File: config.mk
export PLATFORM = sky130hd
export DESIGN_NAME = dnts_ctrl
export DESIGN_NICKNAME = d
export VERILOG_FILES = /design/src/design/dnts_pkg.sv /design/src/design/dnts_ctrl.sv
export SDC_FILE = /design/constraint.sdc
export NUM_CORES = 1
export LEC_CHECK = 0
export BUFFER_PORTS_ARGS = -buffer_cell sky130_fd_sc_hd__buf_2
export CELL_PAD_IN_SITES_DETAIL_PLACEMENT = 0
export CELL_PAD_IN_SITES_GLOBAL_PLACEMENT = 1
export CORE_AREA = 4 4 41 43
export CTS_BUF_LIST = sky130_fd_sc_hd__clkbuf_8
export DETAILED_ROUTE_END_ITERATION = 8
export DIE_AREA = 0 0 45 47
export PLACE_DENSITY = 0.75
export SLEW_MARGIN = 30
export SYNTH_ARGS = -nofsm -noshare
export SYNTH_HDL_FRONTEND = slang
export SYNTH_SLANG_ARGS = --single-unit
File: constraint.sdc
create_clock -name i_clk -period 1.4 [get_ports i_clk]
set_clock_uncertainty 0.1 [all_clocks]
set_input_delay 0.28 -clock i_clk [delete_from_list [all_inputs] [get_ports i_clk]]
set_output_delay 0.28 -clock i_clk [all_outputs]
set_load 0.05 [all_outputs]
File: src/design/dnts_pkg.sv
package dnts_pkg;

    localparam int ENTRIES     = 64;
    localparam int IDX_W       = (ENTRIES > 1) ? $clog2(ENTRIES) : 1;
    localparam int NAME_BYTES  = 11;
    localparam int EXT_OFFSET  = 8;
    localparam int BASE_CHARS  = 8;
    localparam int EXT_CHARS   = 3;
    localparam int MARKER_POS  = 0;

    localparam logic [7:0] SPACE_CHAR     = 8'h20;
    localparam logic [7:0] DOT_CHAR       = 8'h2E;
    localparam logic [7:0] MARKER_DEFAULT = 8'd229;

    typedef logic [IDX_W-1:0] t_idx;

    typedef enum logic [1:0] {
        CMD_CLEAR = 2'd0,
        CMD_LOAD  = 2'd1,
        CMD_FIND  = 2'd2,
        CMD_QUERY = 2'd3
    } t_cmd;

    typedef enum logic [1:0] {
        ST_NONE  = 2'd0,
        ST_FOUND = 2'd1,
        ST_MISS  = 2'd2
    } t_status;

    typedef enum logic [1:0] {
        S_IDLE,
        S_CLEAR,
        S_FIND,
        S_SEARCH
    } t_state;

    // Commands from the controller to the datapath.
    typedef struct packed {
        logic    scan_start;
        logic    rd_en;
        logic    clr_wr;
        logic    load_wr;
        logic    q_upd;
        logic    q_clear;
        logic    scan_find;
        logic    res_load;
        t_status res_status;
    } t_dp_cmd;

    // Status from the datapath to the controller.
    typedef struct packed {
        logic hit;
        logic last_cmp;
        logic addr_last;
        logic out_free;
    } t_dp_stat;

    function automatic logic [7:0] to_upper(input logic [7:0] c);
        if (c >= 8'h61 && c <= 8'h7A) begin
            return c - 8'h20;
        end
        return c;
    endfunction

endpackage

File: src/design/dnts_ctrl.sv
module dnts_ctrl (
    input  logic               i_clk,
    input  logic               i_rst_n,
    input  logic               i_valid,
    input  logic [1:0]         i_command,
    input  logic               i_last_char,
    input  dnts_pkg::t_dp_stat i_stat,
    output logic               o_ready,
    output dnts_pkg::t_dp_cmd  o_cmd
);

    dnts_pkg::t_state r_state;
    dnts_pkg::t_state n_state;
    dnts_pkg::t_cmd   cmd;
    logic             accept;

    assign cmd    = dnts_pkg::t_cmd'(i_command);
    assign accept = i_valid && o_ready;

    always_ff @(posedge i_clk) begin
        if (!i_rst_n) begin
            r_state <= dnts_pkg::S_IDLE;
        end else begin
            r_state <= n_state;
        end
    end

    always_comb begin
        n_state = r_state;
        unique case (r_state)
            dnts_pkg::S_IDLE: begin
                if (accept) begin
                    unique case (cmd)
                        dnts_pkg::CMD_CLEAR: n_state = dnts_pkg::S_CLEAR;
                        dnts_pkg::CMD_FIND:  n_state = dnts_pkg::S_FIND;
                        dnts_pkg::CMD_QUERY: begin
                            if (i_last_char) begin
                                n_state = dnts_pkg::S_SEARCH;
                            end
                        end
                        default: n_state = dnts_pkg::S_IDLE;
                    endcase
                end
            end
            dnts_pkg::S_CLEAR: begin
                if (i_stat.addr_last) begin
                    n_state = dnts_pkg::S_IDLE;
                end
            end
            dnts_pkg::S_FIND, dnts_pkg::S_SEARCH: begin
                if (i_stat.hit || i_stat.last_cmp) begin
                    n_state = dnts_pkg::S_IDLE;
                end
            end
            default: n_state = dnts_pkg::S_IDLE;
        endcase
    end

    always_comb begin
        o_ready = 1'b0;
        o_cmd   = '0;
        o_cmd.res_status = dnts_pkg::ST_NONE;
        unique case (r_state)
            dnts_pkg::S_IDLE: begin
                o_ready = i_stat.out_free;
                if (accept) begin
                    unique case (cmd)
                        dnts_pkg::CMD_CLEAR: o_cmd.scan_start = 1'b1;
                        dnts_pkg::CMD_LOAD: begin
                            o_cmd.load_wr  = 1'b1;
                            o_cmd.res_load = 1'b1;
                        end
                        dnts_pkg::CMD_FIND: o_cmd.scan_start = 1'b1;
                        dnts_pkg::CMD_QUERY: begin
                            o_cmd.q_upd = 1'b1;
                            if (i_last_char) begin
                                o_cmd.scan_start = 1'b1;
                            end else begin
                                o_cmd.res_load = 1'b1;
                            end
                        end
                        default: o_cmd.q_upd = 1'b0;
                    endcase
                end
            end
            dnts_pkg::S_CLEAR: begin
                o_cmd.clr_wr = 1'b1;
                if (i_stat.addr_last) begin
                    o_cmd.res_load = 1'b1;
                end
            end
            dnts_pkg::S_FIND, dnts_pkg::S_SEARCH: begin
                o_cmd.rd_en     = 1'b1;
                o_cmd.scan_find = (r_state == dnts_pkg::S_FIND);
                if (i_stat.hit) begin
                    o_cmd.res_load   = 1'b1;
                    o_cmd.res_status = dnts_pkg::ST_FOUND;
                end else if (i_stat.last_cmp) begin
                    o_cmd.res_load   = 1'b1;
                    o_cmd.res_status = dnts_pkg::ST_MISS;
                end
                if (r_state == dnts_pkg::S_SEARCH) begin
                    o_cmd.q_clear = i_stat.hit || i_stat.last_cmp;
                end
            end
            default: o_ready = 1'b0;
        endcase
    end

endmodule

==> qor.txt <==
GP Congestion - 0.733
H-tree Lvls - 1
Largest regs - r_state x2
Hold-fix buffers at CTS - 0
DRT iter0 DRCs - 3
Hold Vio Cnt, Final - 0
Yosys Warn Count - 0
Leakage - 0.000336 uW
Placed Cells incl. Taps - 81
Die W - 45 um
Initial antenna violation count - 0
Final worst setup slack - -0.185 ns
Arr. time, crit path - 1.21 ns
Max Cap Viol - 0
CP Launch Type - flip-flop
Worst setup startpoint - r_state[1]
Synth Register Bits - 2
Register area share after synthesis - 13.0%
First-pass GRT wire length - 1710 um
Final TNS setup - -0.894 ns
CORE AREA - 1300 sq um
Hold Path Class - in -> reg
Hold_sp - i_rst_n
Avg Cell Area, Syn - 8.35 sq um
Vias in the first global route - 413
Status - complete, but fails checks
Max reg flops - 2
Clock transition at path regs - 0.03 ns
Number of synthesized flops with an enable pin - 0
Std-Cell Rows - 13
Reg with most FFs - r_state
CTS tree - built
Slew @ Worst Pin - 0.289 ns
CP required - 1.02 ns
CTS buffer count - 3
Final WL - 1060 um
Slew margin rel. - 80.7%
Overflow after GRT - 0
PwrDens - 641 nW/um^2
HPWL after DPL - 732 um
Drt wl/cell - 12.6 um
# IOs - 21
Setup CP Type - reg -> out
Worst Setup End Kind - primary output
Top FF cell, synth - dfxtp_1
DR DRC count - 0
Synth unique cells - 25
Slew Viols, Final - 0
Layout net count - 86
Mapped Area - 309 sq um
Clk_lat worst skew - 0.21 ns
Die area - 2120 sq um
Share of layout cells above drive strength 1 - 85.5%
F_max - 0.631 GHz
CTS sink cnt - 2
Area Overhead vs Synth - 140%
Overall global routing resource usage - 10.7%
Failing checks - setup timing
Root buffer cell - clkbuf_8
Final setup fails - 8
Period utilisation layout - 113%
Cells after Synth - 37
Post-layout min period - 1.59 ns
Die height - 47 um
Largest net degree at the start of global routing - 7
Max clock buf depth - 2
Routed via count - 412
Post-route non-filler standard cell count - 84
DR vias/cell - 4.90
Buffers on Ports - 20
Antenna diodes - 0
Synth async-reset ratio - 0%
Syn nets - 52
DRT Pass-1 Iters - 4
Crit path max fanout - 6
RSZ-0062 raised after global routing - true
R2R Path Start - r_state[1]
Initial Util - 23.7%
ANT nets after route - 0
Peak supply drop - 0.560 mV
Most frequent cells in the layout - buf_2 (10), buf_6 (10), buf_4 (8)
final timing paths:
path | depth (start not counted) | to | slack (ns)
max | 3 | o_cmd[2] | -0.19
max reg2reg | 4 | r_state[1] | -0.01
min reg2reg | 3 | r_state[0] | 0.59
min | 3 | r_state[1] | 0.28
timing repair:
action / in CTS / in global routing
pin swaps: 6 / 9
setup buffers: 0 / 1
cloned: 0 / 0
resized for setup: 29 / 14
setup endpoints to repair: 12 / 13
routing by layer:
layer / vias to the layer above / routed length (um) / track usage (%)
li1: 200 / - / -
met1: 194 / 433 / 13.6
met2: 18 / 552 / 18.1
met3: 0 / 72 / 1.53
met4: 0 / 0 / 4.09
met5: - / 0 / 0
stage by stage:
| stage | hold WS (ns) | cell area [sq um] | setup WS, ns | total power (uW) | util [%] |
|---|---|---|---|---|---|
| 6_report | 0.280 | 742 | -0.185 | 476 | 57.0 |
| 5_1_grt | 0.274 | 742 | -0.234 | 503 | 57.0 |
| 4_1_cts | 0.253 | 698 | -0.207 | 472 | 53.7 |
| 3_5_place_dp | 0.436 | 552 | -0.258 | 217 | 42.4 |
| 3_3_place_gp | 0.433 | 552 | -0.221 | 215 | 42.4 |
| 2_1_floorplan | 0.294 | 365 | -0.359 | 158 | - |
layout make-up:
type	count	area (sq um)
clock buffers	3	41.3
fillers	116	559
inverters	4	15.0
multi-input cells	29	362
flip-flops and latches	2	45.0
well taps	15	18.8
repair buffers	31	260
cells by family after synthesis:
logic type,after synthesis,share of synthesized area (%)
flip-flops,2,13.0
AND/OR/NAND/NOR,15,38.9
AO/OA/AOI/OAI,9,20.2
adder cells (fa/ha/maj),5,20.2
buffers and inverters,6,7.69
worst max-delay path, stage by stage (launching register included):
cell	delay, ns
dfxtp_4	0.36
nand4bb_4	0.28
o22ai_4	0.19
buf_6	0.18
where the power goes:
part / internal (uW) / leakage [uW] / total, uW / switching (uW)
registers: 58.7 / 0.0000175 / 61.9 / 3.20
logic: 87.1 / 0.000297 / 193 / 106
clock network: 181 / 0.0000216 / 221 / 39.7
total: 327 / 0.000336 / 476 / 149
Yosys cell counts (2+ instances only):
| master | instances | share of area (%) |
|---|---|---|
| a21oi_1 | 2 | 3.2 |
| and3_1 | 2 | 4.0 |
| dfxtp_1 | 2 | 13 |
| ha_1 | 5 | 20 |
| inv_1 | 4 | 4.9 |
| nor2_1 | 3 | 3.6 |
Power figures use the tool's default switching activity.
